$ cat config.mk
export PLATFORM = sky130hd
export DESIGN_NAME = light_sensor_autorange_lux_core
export DESIGN_NICKNAME = d
export VERILOG_FILES = /design/src/hw/rtl/lsal_pkg.sv /design/src/hw/rtl/lsal_ctrl.sv /design/src/hw/rtl/lsal_dp.sv /design/src/hw/rtl/light_sensor_autorange_lux_core.sv
export SDC_FILE = /design/constraint.sdc
export NUM_CORES = 2
export LEC_CHECK = 0
export ABC_CLOCK_PERIOD_IN_PS = 9900
export BUFFER_PORTS_ARGS = -buffer_cell sky130_fd_sc_hd__buf_2
export CAP_MARGIN = 15
export CORE_AREA = 2 2 340 342
export CTS_CLUSTER_SIZE = 16
export DETAILED_ROUTE_END_ITERATION = 10
export DIE_AREA = 0 0 342 344
export GPL_ROUTABILITY_DRIVEN = 0
export PLACE_DENSITY = 0.62
export SLEW_MARGIN = 20
export SYNTH_ARGS = -nofsm -noshare
export SYNTH_HDL_FRONTEND = slang
export SYNTH_SLANG_ARGS = --single-unit
$ cat constraint.sdc
create_clock -name clk -period 9.9 [get_ports clk]
set_input_delay 0.495 -clock clk [delete_from_list [all_inputs] [get_ports clk]]
set_output_delay 0.495 -clock clk [all_outputs]
set_load 0.02 [all_outputs]
$ cat src/hw/rtl/lsal_pkg.sv
// ----------------------------------------------------------------------------
// lsal_pkg
// Shared types, codes and the per-setting lux scale table.
// ----------------------------------------------------------------------------
package lsal_pkg;

  localparam int CNT_W   = 16;
  localparam int RB_W    = 8;
  localparam int LUX_W   = 20;
  localparam int CFG_W   = 17;
  localparam int CFGI_W  = 2;
  localparam int T_W     = 28;
  localparam int MAG_W   = 27;
  localparam int SCALE_W = 27;
  localparam int SLO_W   = 14;
  localparam int PROD_W  = MAG_W + SLO_W;
  localparam int ACC_W   = 54;
  localparam int QSH     = 34;

  // phase codes
  localparam logic [1:0] PH_READ  = 2'd0;
  localparam logic [1:0] PH_CALC  = 2'd1;
  localparam logic [1:0] PH_READY = 2'd2;
  localparam logic [1:0] PH_IDLE  = 2'd3;

  // power commands
  localparam logic [1:0] PWR_NONE    = 2'd0;
  localparam logic [1:0] PWR_SENSE   = 2'd1;
  localparam logic [1:0] PWR_NOSENSE = 2'd2;

  // gain / timing codes
  localparam logic [1:0] GAIN_LOW  = 2'd0;
  localparam logic [1:0] GAIN_MED  = 2'd1;
  localparam logic [1:0] GAIN_HIGH = 2'd2;
  localparam logic [2:0] TIM_SHORT = 3'd0;
  localparam logic [2:0] TIM_MID   = 3'd2;
  localparam logic [2:0] TIM_LONG  = 3'd4;

  // configuration register indexes
  localparam logic [CFGI_W-1:0] CFG_ACTIVE     = 2'd0;
  localparam logic [CFGI_W-1:0] CFG_IDLE_TICKS = 2'd1;
  localparam logic [CFGI_W-1:0] CFG_BRIGHT     = 2'd2;
  localparam logic [CFGI_W-1:0] CFG_DIM_SUM    = 2'd3;

  localparam logic signed [LUX_W-1:0] LUX_INVALID = -20'sd1;

  // 408 * 2^24
  localparam longint unsigned LuxNum = 64'd6845104128;

  // Q24 scale, index {gain, timing}; round(LuxNum / ((t+1)*100*again))
  localparam logic [SCALE_W-1:0] SCALE_TAB [32] = '{
    27'((LuxNum + (1*100*1)/2) / (1*100*1)),
    27'((LuxNum + (2*100*1)/2) / (2*100*1)),
    27'((LuxNum + (3*100*1)/2) / (3*100*1)),
    27'((LuxNum + (4*100*1)/2) / (4*100*1)),
    27'((LuxNum + (5*100*1)/2) / (5*100*1)),
    27'((LuxNum + (6*100*1)/2) / (6*100*1)),
    27'((LuxNum + (7*100*1)/2) / (7*100*1)),
    27'((LuxNum + (8*100*1)/2) / (8*100*1)),
    27'((LuxNum + (1*100*25)/2) / (1*100*25)),
    27'((LuxNum + (2*100*25)/2) / (2*100*25)),
    27'((LuxNum + (3*100*25)/2) / (3*100*25)),
    27'((LuxNum + (4*100*25)/2) / (4*100*25)),
    27'((LuxNum + (5*100*25)/2) / (5*100*25)),
    27'((LuxNum + (6*100*25)/2) / (6*100*25)),
    27'((LuxNum + (7*100*25)/2) / (7*100*25)),
    27'((LuxNum + (8*100*25)/2) / (8*100*25)),
    27'((LuxNum + (1*100*428)/2) / (1*100*428)),
    27'((LuxNum + (2*100*428)/2) / (2*100*428)),
    27'((LuxNum + (3*100*428)/2) / (3*100*428)),
    27'((LuxNum + (4*100*428)/2) / (4*100*428)),
    27'((LuxNum + (5*100*428)/2) / (5*100*428)),
    27'((LuxNum + (6*100*428)/2) / (6*100*428)),
    27'((LuxNum + (7*100*428)/2) / (7*100*428)),
    27'((LuxNum + (8*100*428)/2) / (8*100*428)),
    27'((LuxNum + (1*100*9876)/2) / (1*100*9876)),
    27'((LuxNum + (2*100*9876)/2) / (2*100*9876)),
    27'((LuxNum + (3*100*9876)/2) / (3*100*9876)),
    27'((LuxNum + (4*100*9876)/2) / (4*100*9876)),
    27'((LuxNum + (5*100*9876)/2) / (5*100*9876)),
    27'((LuxNum + (6*100*9876)/2) / (6*100*9876)),
    27'((LuxNum + (7*100*9876)/2) / (7*100*9876)),
    27'((LuxNum + (8*100*9876)/2) / (8*100*9876))
  };

  typedef struct packed {
    logic take;
    logic load_t;
    logic mul_lo;
    logic mul_hi;
    logic commit;
  } lsal_cmd_t;

  typedef struct packed {
    logic need_lux;
  } lsal_sts_t;

endpackage

$ cat src/hw/rtl/lsal_ctrl.sv
// ----------------------------------------------------------------------------
// lsal_ctrl
// Sequencer: accepts an item, steps the lux multiply passes, owns out valid.
// ----------------------------------------------------------------------------
module lsal_ctrl (
  input  logic                clk,
  input  logic                rst_n,
  input  logic                in_tvalid,
  output logic                in_tready,
  output logic                out_tvalid,
  input  logic                out_tready,
  input  lsal_pkg::lsal_sts_t sts,
  output lsal_pkg::lsal_cmd_t cmd
);
  import lsal_pkg::*;

  localparam logic [2:0] ST_WAIT = 3'd0;
  localparam logic [2:0] ST_EVAL = 3'd1;
  localparam logic [2:0] ST_MLO  = 3'd2;
  localparam logic [2:0] ST_MHI  = 3'd3;
  localparam logic [2:0] ST_FIN  = 3'd4;

  logic [2:0] state_r, state_nxt;
  logic       out_valid_r, out_valid_nxt;

  always_comb begin
    state_nxt = state_r;
    cmd       = '0;
    in_tready = (state_r == ST_WAIT) && (!out_valid_r || out_tready);
    case (state_r)
      ST_WAIT: begin
        cmd.take = in_tvalid && in_tready;
        if (cmd.take) begin
          state_nxt = ST_EVAL;
        end
      end
      ST_EVAL: begin
        cmd.load_t = 1'b1;
        if (sts.need_lux) begin
          state_nxt = ST_MLO;
        end else begin
          cmd.commit = 1'b1;
          state_nxt  = ST_WAIT;
        end
      end
      ST_MLO: begin
        cmd.mul_lo = 1'b1;
        state_nxt  = ST_MHI;
      end
      ST_MHI: begin
        cmd.mul_hi = 1'b1;
        state_nxt  = ST_FIN;
      end
      ST_FIN: begin
        cmd.commit = 1'b1;
        state_nxt  = ST_WAIT;
      end
      default: begin
        state_nxt = ST_WAIT;
      end
    endcase
    if (cmd.commit) begin
      out_valid_nxt = 1'b1;
    end else if (out_tready) begin
      out_valid_nxt = 1'b0;
    end else begin
      out_valid_nxt = out_valid_r;
    end
  end

  always_ff @(posedge clk) begin
    if (!rst_n) begin
      state_r     <= ST_WAIT;
      out_valid_r <= 1'b0;
    end else begin
      state_r     <= state_nxt;
      out_valid_r <= out_valid_nxt;
    end
  end

  assign out_tvalid = out_valid_r;

  // result slot is always free when a result is written
  a_commit_free: assert property (@(posedge clk) disable iff (!rst_n)
    cmd.commit |-> !out_valid_r) else $error("commit into occupied output slot");

  a_take_eval: assert property (@(posedge clk) disable iff (!rst_n)
    cmd.take |=> state_r == ST_EVAL) else $error("accept did not start evaluation");

  a_mul_seq: assert property (@(posedge clk) disable iff (!rst_n)
    cmd.mul_lo |=> cmd.mul_hi ##1 cmd.commit) else $error("multiply sequence broken");

endmodule

$ cat src/hw/rtl/lsal_dp.sv
// ----------------------------------------------------------------------------
// lsal_dp
// Sensor state, config registers, range stepping and the fixed-point lux path.
// ----------------------------------------------------------------------------
module lsal_dp (
  input  logic                              clk,
  input  logic                              rst_n,
  input  lsal_pkg::lsal_cmd_t               cmd,
  output lsal_pkg::lsal_sts_t               sts,
  input  logic                              cfg_we,
  input  logic [lsal_pkg::CFGI_W-1:0]       cfg_index,
  input  logic [lsal_pkg::CFG_W-1:0]        cfg_wdata,
  input  logic [lsal_pkg::CNT_W-1:0]        in_full_count,
  input  logic [lsal_pkg::CNT_W-1:0]        in_infrared_count,
  input  logic [lsal_pkg::RB_W-1:0]         in_control_readback,
  output logic [1:0]                        out_power_command,
  output logic                              out_control_write,
  output logic [5:0]                        out_control_value,
  output logic signed [lsal_pkg::LUX_W-1:0] out_published_lux,
  output logic                              out_lux_updated,
  output logic [1:0]                        out_phase
);
  import lsal_pkg::*;

  // configuration
  logic        active_r;
  logic [7:0]  idle_ticks_r;
  logic [15:0] bright_r;
  logic [16:0] dim_sum_r;

  // sensor state
  logic [1:0]              phase_r, phase_nxt;
  logic [7:0]              idle_r, idle_nxt;
  logic [1:0]              gain_r, gain_nxt;
  logic [2:0]              timing_r, timing_nxt;
  logic [CNT_W-1:0]        held_full_r, held_full_nxt;
  logic [CNT_W-1:0]        held_ir_r, held_ir_nxt;
  logic signed [LUX_W-1:0] pending_r, pending_nxt;
  logic signed [LUX_W-1:0] last_r, last_nxt;

  // latched item
  logic [CNT_W-1:0] lat_full_r, lat_ir_r;
  logic [RB_W-1:0]  lat_rb_r;

  // result flags
  logic [1:0] power_r, power_nxt;
  logic       cwrite_r, cwrite_nxt;
  logic       upd_r, upd_nxt;

  // lux path
  logic [26:0]             ir_k1;
  logic [25:0]             full_k2, ir_k2;
  logic signed [T_W-1:0]   t1, t2, tmax;
  logic [MAG_W-1:0]        mag_r;
  logic                    sign_r;
  logic [SCALE_W-1:0]      scale_r;
  logic [SLO_W-1:0]        mul_b;
  logic [PROD_W-1:0]       prod;
  logic [ACC_W-1:0]        acc_r;
  logic [LUX_W-1:0]        q;
  logic signed [LUX_W-1:0] lux;

  logic [CNT_W:0] sum;
  logic           mismatch, bright;

  always_ff @(posedge clk) begin
    if (!rst_n) begin
      active_r     <= 1'b0;
      idle_ticks_r <= 8'd2;
      bright_r     <= 16'd45000;
      dim_sum_r    <= 17'd30;
    end else if (cfg_we) begin
      case (cfg_index)
        CFG_ACTIVE:     active_r     <= cfg_wdata[0];
        CFG_IDLE_TICKS: idle_ticks_r <= cfg_wdata[7:0];
        CFG_BRIGHT:     bright_r     <= cfg_wdata[15:0];
        CFG_DIM_SUM:    dim_sum_r    <= cfg_wdata[16:0];
        default:        active_r     <= active_r;
      endcase
    end
  end

  assign sum      = {1'b0, held_full_r} + {1'b0, held_ir_r};
  assign mismatch = (lat_rb_r[7:4] != {2'b00, gain_r}) || (lat_rb_r[3:0] != {1'b0, timing_r});
  assign bright   = (held_full_r > bright_r) || (held_ir_r > bright_r);
  assign sts.need_lux = active_r && (phase_r == PH_CALC) && !mismatch && (sum != '0);

  // t1 = 1024*f - 1679*ir, t2 = 604*f - 881*ir
  assign ir_k1   = 27'(held_ir_r) * 27'd1679;
  assign full_k2 = 26'(held_full_r) * 26'd604;
  assign ir_k2   = 26'(held_ir_r) * 26'd881;
  assign t1      = signed'({2'b00, held_full_r, 10'b0}) - signed'({1'b0, ir_k1});
  assign t2      = signed'({2'b00, full_k2}) - signed'({2'b00, ir_k2});
  assign tmax    = (t1 > t2) ? t1 : t2;

  // shared 27x14 multiplier, two passes over the scale
  assign mul_b = cmd.mul_hi ? {1'b0, scale_r[SCALE_W-1:SLO_W]} : scale_r[SLO_W-1:0];
  assign prod  = PROD_W'(mag_r) * PROD_W'(mul_b);
  assign q     = acc_r[ACC_W-1:QSH];
  assign lux   = sign_r ? -signed'(q) : signed'(q);

  always_ff @(posedge clk) begin
    if (cmd.take) begin
      lat_full_r <= in_full_count;
      lat_ir_r   <= in_infrared_count;
      lat_rb_r   <= in_control_readback;
    end
    if (cmd.load_t) begin
      sign_r  <= tmax[T_W-1];
      mag_r   <= tmax[T_W-1] ? MAG_W'(-tmax) : MAG_W'(tmax);
      scale_r <= SCALE_TAB[{gain_r, timing_r}];
    end
    if (cmd.mul_lo) begin
      acc_r <= ACC_W'(prod);
    end else if (cmd.mul_hi) begin
      acc_r <= acc_r + (ACC_W'(prod) << SLO_W);
    end
    if (cmd.commit) begin
      power_r  <= power_nxt;
      cwrite_r <= cwrite_nxt;
      upd_r    <= upd_nxt;
    end
  end

  always_comb begin
    phase_nxt     = phase_r;
    idle_nxt      = idle_r;
    gain_nxt      = gain_r;
    timing_nxt    = timing_r;
    held_full_nxt = held_full_r;
    held_ir_nxt   = held_ir_r;
    pending_nxt   = pending_r;
    last_nxt      = last_r;
    power_nxt     = PWR_NONE;
    cwrite_nxt    = 1'b0;
    upd_nxt       = 1'b0;
    if (cmd.commit && active_r) begin
      case (phase_r)
        PH_IDLE: begin
          if (idle_r >= idle_ticks_r) begin
            power_nxt = PWR_SENSE;
            phase_nxt = PH_READ;
            idle_nxt  = '0;
          end else begin
            idle_nxt = idle_r + 8'd1;
          end
        end
        PH_READ: begin
          held_full_nxt = lat_full_r;
          held_ir_nxt   = lat_ir_r;
          power_nxt     = PWR_NOSENSE;
          phase_nxt     = PH_CALC;
        end
        PH_CALC: begin
          power_nxt = PWR_NOSENSE;
          if (mismatch) begin
            cwrite_nxt  = 1'b1;
            pending_nxt = LUX_INVALID;
          end else if (sum == '0) begin
            pending_nxt = LUX_INVALID;
          end else begin
            pending_nxt = lux;
            if (bright) begin
              if (gain_r == GAIN_HIGH) begin
                gain_nxt = GAIN_MED;
              end else if (gain_r == GAIN_MED) begin
                gain_nxt = GAIN_LOW;
              end else if (timing_r == TIM_LONG) begin
                timing_nxt = TIM_MID;
              end else if (timing_r == TIM_MID) begin
                timing_nxt = TIM_SHORT;
              end
            end else if (sum < dim_sum_r) begin
              if (timing_r == TIM_SHORT) begin
                timing_nxt = TIM_MID;
              end else if (timing_r == TIM_MID) begin
                timing_nxt = TIM_LONG;
              end else if (gain_r == GAIN_LOW) begin
                gain_nxt = GAIN_MED;
              end else if (gain_r == GAIN_MED) begin
                gain_nxt = GAIN_HIGH;
              end
            end
          end
          // range step: rewrite control and drop this sample
          if ((gain_nxt != gain_r) || (timing_nxt != timing_r)) begin
            cwrite_nxt = 1'b1;
            phase_nxt  = PH_IDLE;
          end else begin
            phase_nxt = PH_READY;
          end
        end
        PH_READY: begin
          upd_nxt   = (last_r != pending_r);
          last_nxt  = pending_r;
          phase_nxt = PH_IDLE;
        end
        default: begin
          phase_nxt = PH_IDLE;
        end
      endcase
    end
  end

  always_ff @(posedge clk) begin
    if (!rst_n) begin
      phase_r     <= PH_IDLE;
      idle_r      <= 8'd2;
      gain_r      <= GAIN_MED;
      timing_r    <= TIM_MID;
      held_full_r <= '0;
      held_ir_r   <= '0;
      pending_r   <= '0;
      last_r      <= '0;
    end else begin
      phase_r     <= phase_nxt;
      idle_r      <= idle_nxt;
      gain_r      <= gain_nxt;
      timing_r    <= timing_nxt;
      held_full_r <= held_full_nxt;
      held_ir_r   <= held_ir_nxt;
      pending_r   <= pending_nxt;
      last_r      <= last_nxt;
    end
  end

  assign out_power_command = power_r;
  assign out_control_write = cwrite_r;
  assign out_control_value = {gain_r, 1'b0, timing_r};
  assign out_published_lux = last_r;
  assign out_lux_updated   = upd_r;
  assign out_phase         = phase_r;

endmodule

$ cat src/hw/rtl/light_sensor_autorange_lux_core.sv
// ----------------------------------------------------------------------------
// light_sensor_autorange_lux_core
// Light sensor phase sequencer with autorange and fixed-point lux output.
//
//   channel   dir  handshake             payload
//   in_       in   in_tvalid/in_tready   full, infrared, control readback
//   out_      out  out_tvalid/out_tready one result per item
//   cfg_      in   cfg_we                cfg_index, cfg_wdata
//
// An item is accepted and then evaluated; a calc-phase item that needs lux
// also makes two passes of the shared 27x14 multiplier over the Q24 scale.
// The next item is taken only while the output register is empty or its
// result leaves at the same edge; a held result stalls the input.
// Reset is synchronous, active low; no clearing pass is needed.
// ----------------------------------------------------------------------------
module light_sensor_autorange_lux_core (
  input  logic        clk,
  input  logic        rst_n,
  input  logic        in_tvalid,
  output logic        in_tready,
  input  logic [39:0] in_tdata,   // full_count, infrared_count, control_readback
  output logic        out_tvalid,
  input  logic        out_tready,
  output logic [31:0] out_tdata,  // power_command, control_write, control_value,
                                  // published_lux, lux_updated, phase
  input  logic        cfg_we,
  input  logic [lsal_pkg::CFGI_W-1:0] cfg_index,
  input  logic [lsal_pkg::CFG_W-1:0]  cfg_wdata
);
  import lsal_pkg::*;

  lsal_cmd_t cmd;
  lsal_sts_t sts;

  logic [1:0]              power_command;
  logic                    control_write;
  logic [5:0]              control_value;
  logic signed [LUX_W-1:0] published_lux;
  logic                    lux_updated;
  logic [1:0]              phase;

  lsal_ctrl u_ctrl (
    .clk        (clk),
    .rst_n      (rst_n),
    .in_tvalid  (in_tvalid),
    .in_tready  (in_tready),
    .out_tvalid (out_tvalid),
    .out_tready (out_tready),
    .sts        (sts),
    .cmd        (cmd)
  );

  lsal_dp u_dp (
    .clk                 (clk),
    .rst_n               (rst_n),
    .cmd                 (cmd),
    .sts                 (sts),
    .cfg_we              (cfg_we),
    .cfg_index           (cfg_index),
    .cfg_wdata           (cfg_wdata),
    .in_full_count       (in_tdata[15:0]),
    .in_infrared_count   (in_tdata[31:16]),
    .in_control_readback (in_tdata[39:32]),
    .out_power_command   (power_command),
    .out_control_write   (control_write),
    .out_control_value   (control_value),
    .out_published_lux   (published_lux),
    .out_lux_updated     (lux_updated),
    .out_phase           (phase)
  );

  assign out_tdata = {phase, lux_updated, published_lux, control_value,
                      control_write, power_command};

endmodule
# == Word level (Yosys, flattened, before mapping) ==
# Memories as Yosys holds them, arrays and structs flattened. A register that Yosys moved wholly into a read port is not among the register bits.
# Index checks and enable logic that the tools add are counted.
# word_totals
memories,1
mem_bits_rw,0
ff_bits,259
latchBits,0
romBits,864
word_cells,145
output_inout_bits,34
in_bits,64
# mem_list
name,words,width,read_ports,rd_ports_with_merged_regs,wr,line_no,source
(name not given),32,27,1,1,0,lsal_dp.sv:111,"scale_r <= SCALE_TAB[{gain_r, timing_r}];"
# op_classes
n_eq_ne,21
mux,51
n_addsub,7
n_shift,0
multipliers,4
n_reduce_logical,31
div_mod_pow,0
bitwise,1
n_lt_le_gt_ge,5
# ops
cell,n
$mux W41,2
$mux W20,3
$add A54 B54 Y54,1
$mul A27 B14 Y41,1
$mux W3,13
$gt A16 B16 Y1,2
$gt A28 B28 Y1,1
$mux W2,14
$mux W28,1
$sub A26 B27 Y28,1
$mul A16 B11 Y27 const B,1
$mux W27,1
$neg A27 Y27,1
$sub A26 B26 Y27,1
$mul A16 B10 Y26 const B,1
$mul A16 B8 Y24 const B,1
$ne A20 B20 Y1,1
$neg A20 Y20,1
$reduce_and A2 Y1,9
$add A16 B16 Y17,1
$logic_not A17 Y1,1
$lt A17 B17 Y1,1
$reduce_bool A17 Y1,1
$mux W14,1
other kinds (27),59

# == Logic depth before layout (Yosys ltp) ==
# depth
ltp_word,15
mapped_depth,46
mapped_depth_nobuf,45

# == Modules after synthesis ==
# A second synthesis with hierarchy kept.
# unflattened
hier_cells,4299
hier_area_um2,38774.7
# modules_own_cells
module,n_inst,area_each_um2,cells_each,seq_area_each_um2
lsal_dp,1,38550.7,4274,6626.4
lsal_ctrl,1,209.0,23,80.1
light_sensor_autorange_lux_core,1,15.0,2,0.0

# == Least setup slack after synthesis ==
# No wires, ideal clock.
# synth_timing
kind,reg2reg
startpoint,reg u_ctrl.state_r[1]
endpoint,reg u_dp.acc_r[53]
required_time_ns,9.773
t_arrival_ns,10.242
synth_period_minus_slack_ns,10.370
path_stages_with_launch,45
n_path_buf,4
path_slack_ns,-0.470
setup_time_ns,0.127
cell_sequence,dfxtp_1 clkbuf_1 nand2_1 inv_1 and2_0 clkbuf_1 buf_1 nand2_1 nand2_1 clkbuf_1 nand2_1 fa_1 inv_1 fa_1 inv_1 fa_1 inv_1 fa_1 [9 not listed] a21oi_1 a21o_1 a21oi_1 xnor2_1 ha_1 a21o_1 a21o_1 a21oi_1 o21ai_0 a31oi_1 a2bb2oi_1 o311ai_0 a31o_2 a21oi_1 o21ai_0 xnor2_1 o211ai_1 o31ai_1
# synth_via
elab_chain_cells,5
word_cells_on_any_way,7
classes_between,add/sub: 1; mul: 1; eq/ne: 2; mux: 3
# synth_lines
item,line_no,source
start: declaration,lsal_ctrl.sv:23,"logic [2:0] state_r, state_nxt;"
start signal: assignment,lsal_ctrl.sv:76,state_r <= state_nxt;
$eq A3 B2 Y1,lsal_ctrl.sv:30,case (state_r)
$mux W1,lsal_ctrl.sv:30,
$mux W14,lsal_dp.sv:97,"assign mul_b = cmd.mul_hi ? {1'b0, scale_r[SCALE_W-1:SLO_W]} : scale_r[SLO_W-1:0];"
$mul A27 B14 Y41,lsal_dp.sv:98,assign prod = PROD_W'(mag_r) * PROD_W'(mul_b);
$add A54 B54 Y54,lsal_dp.sv:116,acc_r <= acc_r + (ACC_W'(prod) << SLO_W);
end signal: assignment,lsal_dp.sv:114,acc_r <= ACC_W'(prod);
end signal: assignment,lsal_dp.sv:116,
end: declaration,lsal_dp.sv:59,logic [ACC_W-1:0] acc_r;
# Several ways; a longest one is shown, not always the timed one.
# A chain may end at the register's enable or synchronous reset.

# == Final worst setup path ==
# layout_timing
startpoint,reg u_dp.held_full_r[0]
endpoint,reg u_dp.mag_r[12] (data pin)
# layout_via
elab_chain_cells,6
word_cells_on_any_way,7
classes_between,add/sub: 3; mul: 1; order compare: 1; mux: 2
# layout_lines
item,line_no,source
start: declaration,lsal_dp.sv:36,"logic [CNT_W-1:0] held_full_r, held_full_nxt;"
start signal: assignment,lsal_dp.sv:220,held_full_r <= held_full_nxt;
$mul A16 B8 Y24,lsal_dp.sv:90,assign full_k2 = 26'(held_full_r) * 26'd604;
$sub A26 B26 Y27,lsal_dp.sv:93,"assign t2 = signed'({2'b00, full_k2}) - signed'({2'b00, ir_k2});"
$gt A28 B28 Y1,lsal_dp.sv:94,assign tmax = (t1 > t2) ? t1 : t2;
$mux W28 (*),lsal_dp.sv:94,
$neg A27 Y27,lsal_dp.sv:110,mag_r <= tmax[T_W-1] ? MAG_W'(-tmax) : MAG_W'(tmax);
$mux W27 (*),lsal_dp.sv:110,
end signal: assignment,lsal_dp.sv:110,
end: declaration,lsal_dp.sv:54,logic [MAG_W-1:0] mag_r;
# Mark *: on every way between the ends. The rest lies on a longest branch, timed or not.

==> impl_metrics.json <==
{
  "startpoint_type": "flip-flop",
  "clockBufferDepth": 3,
  "min_period_ps": 9430,
  "p_total_w": 0.0152,
  "slew_violations": 0,
  "detail-route-antenna-nets": 0,
  "yosysTopAreaCellShare_pct": 24.3,
  "final_cell_mix": "720 x inv_1, 489 x nand2_1, 487 x ha_1, 483 x fa_1, 201 x a21oi_1",
  "hold_viol_final": 0,
  "synth_area_leader_cell": "fa_1",
  "p_leak_nw": 20.5,
  "grt_pass1_wl_mm": 171,
  "rows": 124,
  "final.setup.worst_slack_ps": 468,
  "cp_data_arrival_time_ps": 9770,
  "grt_max_degree": 74,
  "port_buffers": 96,
  "ys_top_cells_by_area": "fa_1 24%, ha_1 15%, edfxtp_1 9.5%",
  "slew_headroom_pct": 26.5,
  "ir_worst_vdd_mv": 0.785,
  "layout.cells.most_common": "inv_1",
  "outcome": "finished, final reports clean",
  "die_h_um": 344,
  "syn-instance-count": 4409,
  "tightest_slew_ps": 1100,
  "clk-insertion-delay-late_ps": 610,
  "io_pins": 98,
  "maxCapViolations": 0,
  "endpoint": "u_dp.mag_r[12]$_DFFE_PP_",
  "cp-startpoint": "u_dp.held_full_r[0]$_SDFFE_PN0P_",
  "start_util_pct": 34.9,
  "yosys_warnings": 0,
  "synth_seq_cells": 272,
  "syn_area_per_cell_um2": 9.01,
  "rr_worst_depth": 43,
  "vias_per_cell": 5.07,
  "power.density_nw_per_um2": 347,
  "via_count": 30700,
  "clock_skew_ps": 27.1,
  "cts.sinks": 272,
  "final_nets": 5557,
  "critPathSlowestCell": "fa_1",
  "drt-pass1-iter-count": 6,
  "cts-hold-fix-buffers": 0,
  "netlist_area_um2": 39700,
  "numCtsBuffers": 31,
  "period_share_pct": 95.3,
  "h-tree-depth": 1,
  "ys.flop_type": "dfxtp_1",
  "worst_ep_required_time_ps": 10240,
  "grtUsageTotal_pct": 18.1,
  "async_reset_ff_share_pct": 0,
  "drtIter0Drc": 2045,
  "hp-class": "in2reg",
  "clockRootBuffer": "clkbuf_16",
  "dieArea_um2": 118000,
  "syn_nets": 5444,
  "wl_per_cell_um": 17.5,
  "max_stage_delay_ps": 560,
  "core_um2": 114000,
  "post-place-ws_ps": -146,
  "r2r_end": "u_dp.mag_r[12]$_DFFE_PP_",
  "fmax_mhz": 106,
  "ff2ff_setup_slack_ps": 470,
  "ys_seq_area_share_pct": 16.9,
  "area_growth_pct": 10.6,
  "endpoint_kind": "flip-flop",
  "cts_tree": "done",
  "die-width_um": 342,
  "globalRouteOverflowTotal": 0,
  "clk_pin_slew_ps": 60,
  "setup_viol": 0,
  "r2r_start": "u_dp.held_full_r[0]$_SDFFE_PN0P_",
  "drive_gt1_share_pct": 9.08,
  "drt_wl_total_mm": 106,
  "antenna_found_initial": 0,
  "dpl.hpwl_mm": 85.6,
  "antenna_cells": 0,
  "drt_drc_violations_left": 0,
  "grt_pass1_vias": 31400,
  "crit_fanout": 15,
  "synth-edff-count": 126,
  "ys_types": 96,
  "crit_type": "reg2reg"
}
[logic make-up after synthesis]
kind of cell	count (synthesis)	share of synthesized area, %
DFF	272	16.9
and+or+nand+nor	1220	14.9
AOI/OAI and AO/OA	782	13.2
buffers and inverters	870	8.40
other	1	0.00944
adders and majority gates	972	39.8
xor gates and xnor gates	194	4.28
muxes	98	2.57
[worst min-delay path by stage]
stage	to	cells past startpoint	slack, ps	from
2_1_floorplan	u_dp.dim_sum_r[10]$_SDFFE_PN0P_	2	440	u_dp.dim_sum_r[10]$_SDFFE_PN0P_
3_3_place_gp	u_dp.idle_ticks_r[2]$_SDFFE_PN0P_	2	450	u_dp.idle_ticks_r[2]$_SDFFE_PN0P_
3_5_place_dp	u_dp.idle_ticks_r[3]$_SDFFE_PN0P_	2	460	u_dp.idle_ticks_r[3]$_SDFFE_PN0P_
4_1_cts	u_dp.lat_rb_r[7]$_DFFE_PP_	1	40	in_tdata[39]
5_1_grt	u_dp.lat_full_r[14]$_DFFE_PP_	1	50	in_tdata[14]
6_report	u_dp.lat_rb_r[5]$_DFFE_PP_	1	70	in_tdata[37]
[synth_stat cells (15+ instances only)]
library cell	n
nand2b_1	57
a21o_1	76
a211oi_1	27
clkbuf_1	116
a21oi_1	208
fa_1	483
xor2_1	65
and3_1	23
dfxtp_1	146
xnor2_1	129
o221a_2	23
o21bai_1	20
inv_1	721
nand3_1	52
nor4_1	22
ha_1	488
o21ai_0	154
nor2b_1	200
nor3_1	56
o211ai_1	40
a21boi_0	42
nor2_1	180
and2_1	33
o21a_1	32
nand2_1	490
mux2i_1	83
a31oi_1	15
o31ai_1	17
or3_1	24
nand4_1	27
edfxtp_1	126
[area by class of cell]
class,instances,area (um^2)
Clock buffer,43,832
Clock inverter,15,129
Fill cell,11500,70000
Inverter,725,2730
Multi-Input combinational cell,3267,30000
Sequential cell,272,6710
Tap cell,1512,1890
Timing Repair Buffer,225,1660
[sequential cells by signal, indices dropped and copies added (netlist names), 17 cells and up]
register,flops
u_dp.out_published_lux,20
u_dp.acc_r,40
u_dp.scale_r,27
u_dp.dim_sum_r,17
u_dp.pending_r,20
u_dp.mag_r,27
[per-layer routing]
| metal | wire, um | GRT usage, % | share of wire, % | vias to the layer above |
|---|---|---|---|---|
| met5 | 0 | 0 | 0 | - |
| met4 | 2840 | 4.34 | 2.7 | 0 |
| met3 | 4530 | 1.98 | 4.3 | 142 |
| met2 | 50500 | 31.1 | 48 | 678 |
| met1 | 48300 | 24.3 | 46 | 15100 |
| li1 | - | - | - | 14800 |
[worst max-delay path, delay by kind of cell, from the launching register on]
family | cells | cell delay (ps)
AO/OA/AOI/OAI | 14 | 2900
XOR/XNOR | 1 | 100
adder cells (fa/ha/maj) | 11 | 4080
buffers and inverters | 7 | 480
flip-flops | 1 | 330
multiplexers | 1 | 350
AND/OR/NAND/NOR | 9 | 950
[report_power, final]
part | leakage, nW | switching [W] | internal (W)
Clock | 0.469 | 0.000494 | 0.000618
Sequential | 2.33 | 0.0000596 | 0.00158
Combinational | 17.7 | 0.00710 | 0.00537
[metrics by stage]
step / hold WS, ps / instances / setup TNS [ps] / cell area (um^2) / util, %
2_1_floorplan: 443 / 4409 / 0 / 39700 / -
3_3_place_gp: 453 / 5994 / -32.6 / 42600 / 37.4
3_5_place_dp: 460 / 5994 / -243 / 42600 / 37.4
4_1_cts: 40.4 / 6052 / 0 / 43600 / 38.3
5_1_grt: 49.7 / 6059 / -96.8 / 43900 / 38.6
6_report: 73.0 / 6059 / 0 / 43900 / 38.6
[repair_timing]
| item | CTS | global route |
|---|---|---|
| resized for setup | 5 | 55 |
| setup endpoints to repair | 4 | 35 |
| setup buffers | 0 | 6 |
| pin swaps | 0 | 16 |
| hold endpoints to repair | 0 | 0 |
| gates cloned | 0 | 1 |
Note: power is estimated with default switching activity, not from simulation.
